<file path="config.mk">
export PLATFORM = sky130hd
export DESIGN_NAME = trtt_front_flat
export DESIGN_NICKNAME = d
export VERILOG_FILES = /design/src/rtl/trtt_pkg.sv /design/src/rtl/trtt_if.sv /design/src/rtl/trtt_front.sv /design/src/flat_wrapper.sv
export SDC_FILE = /design/constraint.sdc
export NUM_CORES = 1
export LEC_CHECK = 0
export BUFFER_PORTS_ARGS = -buffer_cell sky130_fd_sc_hd__buf_4
export CORE_MARGIN = 8
export CORE_UTILIZATION = 60
export CTS_CLUSTER_DIAMETER = 100
export DETAILED_ROUTE_END_ITERATION = 16
export MAX_ROUTING_LAYER = met4
export PLACE_DENSITY = 0.84
export SETUP_SLACK_MARGIN = 0.02
export SYNTH_ARGS = -nofsm -noshare
export SYNTH_HDL_FRONTEND = slang
export SYNTH_SLANG_ARGS = --single-unit
</file>
<file path="constraint.sdc">
create_clock -name clk_i -period 16.2 [get_ports clk_i]
set_input_delay 1.62 -clock clk_i [delete_from_list [all_inputs] [get_ports clk_i]]
set_output_delay 1.62 -clock clk_i [all_outputs]
set_load 0.01 [all_outputs]
</file>
<file path="src/rtl/trtt_pkg.sv">
// ----------------------------------------------------------------------------
// Tag region translation table package
// Shared types, request and status codes, and table limits.
// ----------------------------------------------------------------------------
package trtt_pkg;

  localparam int unsigned MaxRegions = 16;
  localparam int unsigned AddrW = 64;

  typedef enum logic [1:0] {
    REQ_MAP = 2'd0,
    REQ_M2T = 2'd1,
    REQ_T2M = 2'd2,
    REQ_TST = 2'd3
  } req_e;

  typedef enum logic [2:0] {
    ST_OK      = 3'd0,
    ST_MISS    = 3'd1,
    ST_TAG_OVL = 3'd2,
    ST_MAP_OVL = 3'd3,
    ST_FULL    = 3'd4
  } status_e;

  typedef struct packed {
    logic [1:0]       req_type;
    logic [AddrW-1:0] lookup_addr;
    logic [AddrW-1:0] region_base;
    logic [AddrW-1:0] region_tag_base;
    logic [AddrW-1:0] region_size;
    logic             allow_remap;
  } req_t;

  typedef struct packed {
    logic [AddrW-1:0] result_addr;
    logic             in_tag_region;
    logic [2:0]       status;
  } rsp_t;

  // Half-open overlap of two nonempty, non-wrapping ranges.
  function automatic logic ovl(logic [AddrW-1:0] a, logic [AddrW-1:0] la,
                               logic [AddrW-1:0] b, logic [AddrW-1:0] lb);
    logic [AddrW-1:0] alast;
    logic [AddrW-1:0] blast;
    alast = a + (la - 1'b1);
    blast = b + (lb - 1'b1);
    return (a <= blast) && (b <= alast);
  endfunction

endpackage

</file>
<file path="src/rtl/trtt_if.sv">
// ----------------------------------------------------------------------------
// Tag region translation table channels
// Valid/ready channels for requests and responses.
// ----------------------------------------------------------------------------
interface trtt_req_if;
  logic            valid;
  logic            ready;
  trtt_pkg::req_t  data;
  modport source (output valid, output data, input ready);
  modport sink (input valid, input data, output ready);
endinterface


</file>
<file path="src/rtl/trtt_front.sv">
// ----------------------------------------------------------------------------
// Tag region translation table front end
// Accepts requests, clamps map sizes and queues them in a two-entry FIFO.
// ----------------------------------------------------------------------------
module trtt_front (
  input  logic             clk_i,
  input  logic             rst_ni,
  trtt_req_if.sink         in_i,
  output logic             q_valid_o,
  output trtt_pkg::req_t   q_data_o,
  input  logic             q_pop_i
);

  trtt_pkg::req_t mem_q [2];
  logic [1:0] cnt_q, cnt_d;
  logic       rd_q, rd_d;
  logic       wr_q, wr_d;
  logic       push;
  trtt_pkg::req_t cl;
  logic [trtt_pkg::AddrW-1:0] sz, lim;

  always_comb begin
    cl = in_i.data;
    sz = in_i.data.region_size;
    lim = '0 - in_i.data.region_base;
    if (in_i.data.region_base != '0 && sz > lim) begin
      sz = lim;
    end
    lim = '0 - in_i.data.region_tag_base;
    if (in_i.data.region_tag_base != '0 && sz > lim) begin
      sz = lim;
    end
    cl.region_size = sz;
  end

  assign in_i.ready = (cnt_q != 2'd2);
  assign push = in_i.valid && in_i.ready;
  assign q_valid_o = (cnt_q != 2'd0);
  assign q_data_o = mem_q[rd_q];

  always_comb begin
    cnt_d = cnt_q + 2'(push) - 2'(q_pop_i);
    rd_d = rd_q ^ q_pop_i;
    wr_d = wr_q ^ push;
  end

  always_ff @(posedge clk_i or negedge rst_ni) begin
    if (!rst_ni) begin
      cnt_q <= '0;
      rd_q <= 1'b0;
      wr_q <= 1'b0;
    end else begin
      cnt_q <= cnt_d;
      rd_q <= rd_d;
      wr_q <= wr_d;
    end
  end

  always_ff @(posedge clk_i) begin
    if (push) begin
      mem_q[wr_q] <= cl;
    end
  end

endmodule

</file>
<file path="src/flat_wrapper.sv">
// flat-port wrapper written by rule: the top's interface ports become plain ports
module trtt_front_flat 
  (clk_i, rst_ni, q_valid_o, q_data_o, q_pop_i, in_i_valid, in_i_data, in_i_ready);
  trtt_req_if in_i_i ();
  input  logic clk_i;
  input  logic rst_ni;
  output logic q_valid_o;
  output trtt_pkg::req_t q_data_o;
  input  logic q_pop_i;
  input wire logic [$bits(in_i_i.valid)-1:0] in_i_valid;
  input wire logic [$bits(in_i_i.data)-1:0] in_i_data;
  output wire logic [$bits(in_i_i.ready)-1:0] in_i_ready;
  assign in_i_i.valid = in_i_valid;
  assign in_i_i.data = in_i_data;
  assign in_i_ready = in_i_i.ready;
  trtt_front u_core (.clk_i(clk_i), .rst_ni(rst_ni), .in_i(in_i_i), .q_valid_o(q_valid_o), .q_data_o(q_data_o), .q_pop_i(q_pop_i));
endmodule
</file>
==> results of run 1 <==
==> area by class of cell <==
| type | instances | area share [%] |
|---|---|---|
| diodes | 7 | 0.0548 |
| flip-flops and latches | 522 | 49.0 |
| clock buffers | 67 | 4.45 |
| repair buffers | 539 | 12.7 |
| well taps | 546 | 2.14 |
| multi-input cells | 1060 | 29.3 |
| inverters | 138 | 1.62 |
| clock inverters | 31 | 0.791 |
==> synthesized netlist by cell type (all sizes together), types with 4 or more instances <==
library cell    n
nor3           53
nor2b           4
or2             7
o21ai          19
o211ai          4
a21oi          54
edfxtp        518
nand3          22
xnor2          58
xor2           64
mux2          261
nand4          28
a21o           13
buf            15
dfrtp           4
nor4           29
nor2           51
a211oi          6
inv           138
nor4b           5
mux2i         126
or3            17
clkbuf         34
or4            16
nand2          55
ha            134
==> layer usage <==
metal / vias to the layer above / track usage, % / share of wire (%)
met5: - / - / 0
met4: 0 / 7.97 / 2.4
met3: 108 / 8.15 / 9.1
met2: 750 / 48.2 / 50
met1: 8482 / 34.4 / 39
li1: 7796 / - / -
==> flip-flops by register name, indices dropped and copies added (netlist names) <==
register,flops
u_core.rd_q,1
u_core.cnt_q,2
u_core.wr_q,1
u_core.mem_q,518
==> through the flow <==
stage	utilization, %	std cells	worst slack (ns)
2_1_floorplan	-	1769	7.81
3_3_place_gp	70.9	2805	5.60
3_5_place_dp	70.9	2805	5.46
4_1_cts	74.8	2903	6.00
5_1_grt	74.8	2910	5.35
6_report	74.8	2910	5.84
==> worst paths after layout <==
| kind | start | to | cells after the start |
|---|---|---|---|
| max | in_i_data[131] | u_core.mem_q[0][2]$_DFFE_PP_ | 27 |
| min | u_core.cnt_q[1]$_DFF_PN0_ | u_core.cnt_q[1]$_DFF_PN0_ | 1 |
| max reg2reg | u_core.cnt_q[1]$_DFF_PN0_ | u_core.mem_q[1][186]$_DFFE_PP_ | 4 |
| min reg2reg | u_core.cnt_q[1]$_DFF_PN0_ | u_core.cnt_q[1]$_DFF_PN0_ | 1 |
| max in group asynchronous | rst_ni | u_core.rd_q$_DFF_PN0_ | 1 |
| min in group asynchronous | rst_ni | u_core.cnt_q[1]$_DFF_PN0_ | 1 |
==> worst reg2reg max path, cell delays in order, from the launching register on <==
cell and delay [ns]:
dfrtp_1 0.40, nand2_1 0.10, and2_1 0.26, ha_4 0.92, buf_4 1.04
==> cells by family (layout without fill, tap and decap cells) <==
family / count (synthesis) / in the layout / share of synthesized area [%]
AND/OR/NAND/NOR: 305 / 305 / 6.52
other: 0 / 7 / 0
multiplexers: 387 / 387 / 16.3
XOR/XNOR: 122 / 122 / 4.15
AO/OA/AOI/OAI: 112 / 112 / 2.61
adder cells (fa/ha/maj): 134 / 134 / 6.51
flip-flops: 522 / 522 / 60.7
buffers and inverters: 187 / 775 / 3.18
==> power by group through the flow <==
stage	sequential [mW]	combinational (mW)	clock [mW]
5_1_grt	1.99	1.84	1.25
6_report	1.97	1.74	1.19
4_1_cts	1.97	1.76	1.20
2_1_floorplan	2.03	0.959	0
3_3_place_gp	1.97	1.72	0
3_5_place_dp	1.99	1.74	0
==> impl_metrics.ini, run 1 <==
[synth]
synth-seq-cells = 522
synthFlopType = edfxtp_1
synth_area_leaders = edfxtp_1 60%, mux2_2 11%, ha_1 6.5%
synth_fp_nets = 2166
async_reset_ff_share_pct = 0.766
netlist_instances = 1769
synth_top_area_share_pct = 60.4
yosys_warnings = 0
synth_top_cell_by_area = edfxtp_1
yosysUniqueCellTypes = 59
syn_area_um2 = 25800
ys_seq_area_share_pct = 60.7
avgSynthCellArea_um2 = 14.6
synth_edf_count = 518

[sta]
fin_tns_setup_ns = 0
max_freq_mhz = 96.5
maxSlewViolCount = 0
worstMarginPinSlew_ns = 1.23
finalSetupViolCount = 0
whs_ns = 0.500
hold_viol_final = 0
final.period_utilization_pct = 64.0
max-slew-margin-rel_pct = 16.0
finClkSkew_ns = 0.0130
rsz0062_at_grt = false
period_minus_slack_ns = 10.36

[placed_design]
hpwl_mm = 54.0
place_congestion = 0.976
placed_area_um2 = 30300
io_buffers = 523

[run]
cap_violations = 0

[clocking]
cts_resized = 0
worstSkewPairLatency_ns = 0.59
post_cts_buffers = 0
postCtsHoldBufs = 0
cts_buffers = 53
clockRootBuffer = clkbuf_16
cts_tree = built
htreeDepth = 2
cts_sinks = 522
path_clk_slew_ns = 0.06
cts_buffer_depth = 3

[drt]
wl_per_cell_um = 25.0
postRouteAntennaNets = 0
routed_wl_mm = 72.7
initialDrtViolationCount = 1428
vias = 17136
drc = 0
first_pass_iters = 5
viasPerCell = 5.89

[floorplan]
start_util_pct = 60.4
die_h_um = 223
fp.dieW_um = 223
ios = 524
die_area_um2 = 49800
core_um2 = 42700
rows = 76

[power_and_ir_drop]
switching_share_pct = 31.2
pwr-share-seq_pct = 40.1
combinationalPowerShare_pct = 35.6
p_clk_share_pct = 24.3
switchingPower_mw = 1.53
power.total_mw = 4.90
leakagePower_nw = 12.8
p_per_area_nw_per_um2 = 153
ir_drop_mv = 0.0981
p_int_mw = 3.37

[global_routing]
grt_start_max_net_pins = 82
antenna_found_initial = 7
grt_pass1_vias = 17804
grt_pass1_wl_mm = 107
grt-ovfl-total = 0
globalRouteTotalUtil_pct = 28.9

[finish]
multi_input_area_um2 = 9340
nets = 2711
layout_commonest_cell = buf_4
drive_above_1_share_pct = 37.7
register_area_um2 = 15700
fillCellCount = 2657
final_area_um2 = 31900
final_cell_mix = 539 x buf_4, 518 x edfxtp_1, 261 x mux2_2
area_delta_synth_final_pct = 24.0

[critical_path]
crit_path_start_kind = primary input
critPathCaptureType = register
crit_arrival_ns = 10.69
cp_common_cell = buf_4
critical_path.max_fanout = 48
worstPathRequired_ns = 16.53
critPathSlowestCell = nor3_1
cp_top_family = simple AND/OR/NAND/NOR gates
crit_buf_inv = 5
worstSetupPathType = primary input to register
slowest_delay_ns = 0.86
r2r_slack_ns = 13.00

[hold_path]
holdCritPathClass = register to register

[outcome]
status = finished clean
(Power assumes the default switching activity.)
==> run 2: changes to the inputs <==
ABC_AREA = 1   (was default)
CORE_UTILIZATION = 57   (was 60)
PLACE_DENSITY = 0.8   (was 0.84)
clock period = 10.85 ns   (was 16.2 ns; I/O delays follow)
==> run 2 against run 1 <==
Area after synthesis is 8.7% higher. Routed wire length up 23%. Final area grew 7.3%. Register-to-register slack worse by 5.4 ns.
==> impl_metrics.ini, run 2 <==
[outcome]
status = finished clean

[critical_path]
crit_path_start_kind = primary input
worstSetupPathType = primary input to register
slowest_delay_ns = 0.96
worstPathRequired_ns = 11.31
cp_common_cell = nand2_1
cp_top_family = simple AND/OR/NAND/NOR gates
crit_buf_inv = 4
critPathCaptureType = register
critical_path.max_fanout = 65
critPathSlowestCell = inv_2
crit_arrival_ns = 9.32

[hold_path]
holdCritPathClass = primary input to asynchronous set/reset pin

[placed_design]
dp_slack_ns = 1.63
io_buffers = 523
hpwl_mm = 68.9
place_congestion = 0.975

[drt]
routed_wl_mm = 89.7
viasPerCell = 5.65
drc = 0
met1_length_mm = 35.4
initialDrtViolationCount = 2212
first_pass_iters = 5
vias = 21432
wl_met3_mm = 6.96
routed-wl-met2_mm = 44.6
wl_per_cell_um = 23.7
maxUsedRoutingLayer = met4
postRouteAntennaNets = 0

[clocking]
cts_resized = 0
htreeDepth = 2
path_clk_slew_ns = 0.06
cts_buffers = 53
cts_tree = built
worstSkewPairLatency_ns = 0.63
cts_buffer_depth = 3
post_cts_buffers = 0
postCtsHoldBufs = 0
clockRootBuffer = clkbuf_16
cts_sinks = 522

[synth]
netlist_instances = 2541
ys_top_cells_by_count = 518 x edfxtp_1, 473 x nand2_1, 259 x mux2_2
synth_edf_count = 518
yosys_warnings = 0
avgSynthCellArea_um2 = 11.0
synth_top_cell_by_area = edfxtp_1
synth_fp_nets = 2938
ys_seq_area_share_pct = 55.9
synth_area_leaders = edfxtp_1 56%, mux2_2 10%, nand2_1 6.3%
yosysUniqueCellTypes = 41
synth-seq-cells = 522
async_reset_ff_share_pct = 0.766
synth_top_area_share_pct = 55.5
synth_most_common_cell = edfxtp_1
syn_area_um2 = 28000
synthFlopType = edfxtp_1

[floorplan]
core_um2 = 48700
die_h_um = 238
fp.dieW_um = 238
ios = 524
start_util_pct = 57.5
die_area_um2 = 56500
rows = 81

[global_routing]
grt_pass1_vias = 21299
grt_pass1_wl_mm = 129
grt_start_max_net_pins = 75
grt-ovfl-total = 0
antenna_found_initial = 13
globalRouteTotalUtil_pct = 31.2

[sta]
layout_setup_ws_ns = 1.99
rsz0062_at_grt = false
max-slew-margin-rel_pct = 31.3
hold_viol_final = 0
fin_tns_setup_ns = 0
worstMarginPinSlew_ns = 1.03
max_freq_mhz = 113
finalSetupViolCount = 0
maxSlewViolCount = 0
final.period_utilization_pct = 81.7
finClkSkew_ns = 0.0313
period_minus_slack_ns = 8.86

[run]
cap_violations = 0

[finish]
layout_commonest_cell = buf_4
final_cell_mix = 534 x buf_4, 518 x edfxtp_1, 472 x nand2_1
largest_register_ffs = 518
top_register = u_core.mem_q
area_delta_synth_final_pct = 22.3
drive_above_1_share_pct = 29.6
reg_top3 = u_core.mem_q (518), u_core.cnt_q (2)
nets = 3464

[power_and_ir_drop]
p_per_area_nw_per_um2 = 220
leakagePower_nw = 14.2
ir_drop_mv = 0.209
run 2: final cells by class:
class                   count  area, um2
inverters                 257        965
well taps                 664        831
fillers                  3568      14500
diodes                     14       35.0
clock buffers              62       1380
clock inverters            38        368
flip-flops and latches    522      15700
repair buffers            534       4010
multi-input cells        1699      11000
run 2: per-layer routing:
layer | track usage, % | vias to the layer above
met4 | 9.98 | 0
met1 | 38.7 | 10423
li1 | - | 9905
met2 | 51.7 | 947
met3 | 5.70 | 157
met5 | - | -
run 2: worst paths after layout:
kind	start	to	slack [ns]	cells after the start
min	rst_ni	u_core.rd_q$_DFF_PN0_	0.27	1
min reg2reg	u_core.cnt_q[1]$_DFF_PN0_	u_core.cnt_q[1]$_DFF_PN0_	0.64	2
max in group asynchronous	rst_ni	u_core.rd_q$_DFF_PN0_	10.47	1
max	in_i_data[129]	u_core.mem_q[0][2]$_DFFE_PP_	1.99	31
min in group clk_i	in_i_data[195]	u_core.mem_q[1][195]$_DFFE_PP_	0.64	1
max reg2reg	u_core.cnt_q[1]$_DFF_PN0_	u_core.mem_q[0][154]$_DFFE_PP_	7.59	3
run 2: cells by family (layout without fill, tap and decap cells):
group,count (synthesis),count (layout),synth area share [%]
multiplexers,259,259,10.4
buffers and inverters,320,891,4.87
adder cells (fa/ha/maj),134,134,5.98
AO/OA/AOI/OAI,93,93,1.76
AND/OR/NAND/NOR,1110,1110,17.9
XOR/XNOR,103,103,3.25
other,0,14,0
flip-flops,522,522,55.9
run 2: worst reg2reg max path: cells and delay by family, from the launching register on:
| family | cells | cell delay [ns] |
|---|---|---|
| flops | 1 | 0.41 |
| fa+ha+maj | 1 | 0.79 |
| compound gates | 1 | 0.69 |
| buf+inv | 1 | 0.94 |
run 2: metrics by stage:
stage | cell area [um2] | hold slack (ns) | cells | util (%) | power, mW
5_1_grt | 34300 | 0.247 | 3789 | 70.3 | 7.83
3_3_place_gp | 32500 | 0.616 | 3676 | 66.7 | 5.65
4_1_cts | 34200 | 0.236 | 3776 | 70.3 | 7.58
6_report | 34300 | 0.266 | 3790 | 70.3 | 7.55
2_1_floorplan | 28000 | 0.593 | 2541 | - | 4.57
3_5_place_dp | 32500 | 0.630 | 3676 | 66.7 | 5.72
run 2: power breakdown:
part	total [mW]	switching [mW]	internal (mW)
clock	1.85	0.806	1.04
combinational	2.73	1.50	1.24
sequential	2.97	0.151	2.81
total	7.55	2.45	5.09
==> run 3: changes to the inputs <==
ABC_AREA = 0   (was 1)
CORE_UTILIZATION = 56   (was 57)
PLACE_DENSITY = 0.79   (was 0.8)
clock period = 8.3 ns   (was 10.85 ns; I/O delays follow)
==> run 3 against run 2 <==
Cell count down 21%. Sequential power up 28%. Clock power up 23%. Power up 26%. Non-clock buffer count up 20. Sequential share of layout area up 2.9 points. Worst setup slack worse by 1.6 ns. Count of clock-buffer cells in the layout up 1. Critical path type unchanged.
==> impl_metrics.ini, run 3 (same netlist as run 1, synthesis figures left out) <==
[global_routing]
grt_start_max_net_pins = 160
antenna_found_initial = 13
globalRouteTotalUtil_pct = 26.8
grt_pass1_wl_mm = 106
grt_pass1_vias = 17644
grt-ovfl-total = 0

[floorplan]
ios = 524
die_h_um = 231
fp.dieW_um = 231
die_area_um2 = 53100
core_um2 = 45400
rows = 78
start_util_pct = 56.8

[drt]
routed_wl_mm = 72.1
vias = 16945
wl_per_cell_um = 24.2
drc = 0
first_pass_iters = 5
viasPerCell = 5.69
postRouteAntennaNets = 0
initialDrtViolationCount = 1122

[critical_path]
critical_path.max_fanout = 32
crit_path_start = in_i_data[147]
worstPathRequired_ns = 8.61
worstSetupPathType = primary input to register
r2r_slack_ns = 5.53
critPathCaptureType = register
r2r_start = u_core.cnt_q[1]$_DFF_PN0_
r2r-end = u_core.mem_q[1][171]$_DFFE_PP_
crit_arrival_ns = 8.25
crit_path_start_kind = primary input
worstRegToRegCells = 4
crit_end = u_core.mem_q[1][21]$_DFFE_PP_

[sta]
whs_ns = 0.425
max_freq_mhz = 126
max-slew-margin-rel_pct = 25.4
layout_setup_ws_ns = 0.366
finClkSkew_ns = 0.0135
final.period_utilization_pct = 95.6
hold_viol_final = 0
period_minus_slack_ns = 7.93
maxSlewViolCount = 0
worstMarginPinSlew_ns = 1.11
finalSetupViolCount = 0
rsz0062_at_grt = false

[finish]
layout_commonest_cell = buf_4
finalNonFillerCells = 2979
final_cell_mix = 547 x buf_4, 518 x edfxtp_1, 261 x mux2_2
nets = 2725
final_area_um2 = 32200
area_delta_synth_final_pct = 25.0
fillCellCount = 3060
top_register = u_core.mem_q
reg_top3 = u_core.mem_q (518), u_core.cnt_q (2)
largest_register_ffs = 518
drive_above_1_share_pct = 38.3

[clocking]
post_cts_buffers = 0
clockRootBuffer = clkbuf_16
htreeDepth = 2
cts_buffers = 52
cts_tree = built
cts_sinks = 522
path_clk_slew_ns = 0.07
worstSkewPairLatency_ns = 0.59
cts_buffer_depth = 3

[power_and_ir_drop]
power.total_mw = 9.52
ir_drop_mv = 0.281
leakagePower_nw = 12.9
p_per_area_nw_per_um2 = 295

[placed_design]
place_congestion = 0.913
dp.cells = 2873
io_buffers = 523
dp_slack_ns = -0.540
hpwl_mm = 54.4
placed_area_um2 = 30500

[outcome]
status = finished clean

[hold_path]
holdCritPathClass = primary input to register

[run]
cap_violations = 0
-- run 3: per-layer routing --
layer / vias to the layer above / wire, um / share of wire [%] / track usage, %
met5: - / 0 / 0 / -
met4: 0 / 2020 / 2.8 / 8.47
met3: 111 / 6310 / 8.7 / 7.16
met2: 655 / 35900 / 50 / 44.8
met1: 8367 / 27800 / 39 / 31.4
li1: 7812 / - / - / -
-- run 3: worst min-delay path by stage --
stage / startpoint / endpoint / slack (ns) / cells after the start
after global placement: u_core.cnt_q[1]$_DFF_PN0_ / u_core.cnt_q[1]$_DFF_PN0_ / 0.48 / 1
after detailed placement: u_core.cnt_q[1]$_DFF_PN0_ / u_core.cnt_q[1]$_DFF_PN0_ / 0.48 / 1
final: in_i_data[252] / u_core.mem_q[1][252]$_DFFE_PP_ / 0.42 / 1
after floorplan: u_core.cnt_q[1]$_DFF_PN0_ / u_core.cnt_q[1]$_DFF_PN0_ / 0.46 / 1
after global routing: in_i_data[228] / u_core.mem_q[1][228]$_DFFE_PP_ / 0.40 / 1
after CTS: in_i_data[228] / u_core.mem_q[0][228]$_DFFE_PP_ / 0.39 / 1
-- run 3: cell type report --
cell class	count	area, um2	area share [%]
timing repair buffer	554	4230	13.1
clock buffer	63	1360	4.23
clock inverter	29	268	0.831
sequential	522	15700	48.6
multi-input combinational	1060	9390	29.1
tap	600	751	2.33
antenna	13	32.5	0.101
inverter	138	518	1.61
-- run 3: critical path, stage by stage --
cell and delay, ns:
buf_4 0.13, or4_1 0.55, or2_2 0.36, nor3_1 0.42, nand2_1 0.35, nor2_1 0.21, xnor2_1 0.16, inv_1 0.07
ha_1 0.31, nand4_1 0.15, or3_1 0.45, nor3_2 0.33, o41a_1 0.30, o21bai_1 0.12, a31oi_4 0.27, buf_12 0.27
mux2i_1 0.32, inv_1 0.08, ha_1 0.30, nand4_1 0.19, nor4_1 0.38, nor4b_1 0.54, buf_4 0.21, nand2_1 0.05
o211ai_1 0.28, nand3_4 0.19, buf_12 0.24, mux2i_1 0.17
-- run 3: repair_timing --
action / 4_1_cts / 5_1_grt
setup endpoints to repair: 0 / 128
endpoints found under the hold margin: 4 / 0
hold buffers: 1 / 0
resized for setup: 0 / 8
-- run 3: per-stage QoR --
step | utilization [%] | TNS (ns)
after global routing | 71.0 | 0
after floorplan | - | 0
after detailed placement | 67.2 | -65.16
final | 71.0 | 0
after global placement | 67.2 | -34.90
after CTS | 70.8 | 0
-- run 3: report_power, final --
part	internal [mW]	switching (mW)	leakage, nW
Sequential	3.66	0.156	4.86
Clock	1.32	0.962	0.788
Combinational	1.61	1.82	7.23
Total	6.58	2.94	12.9
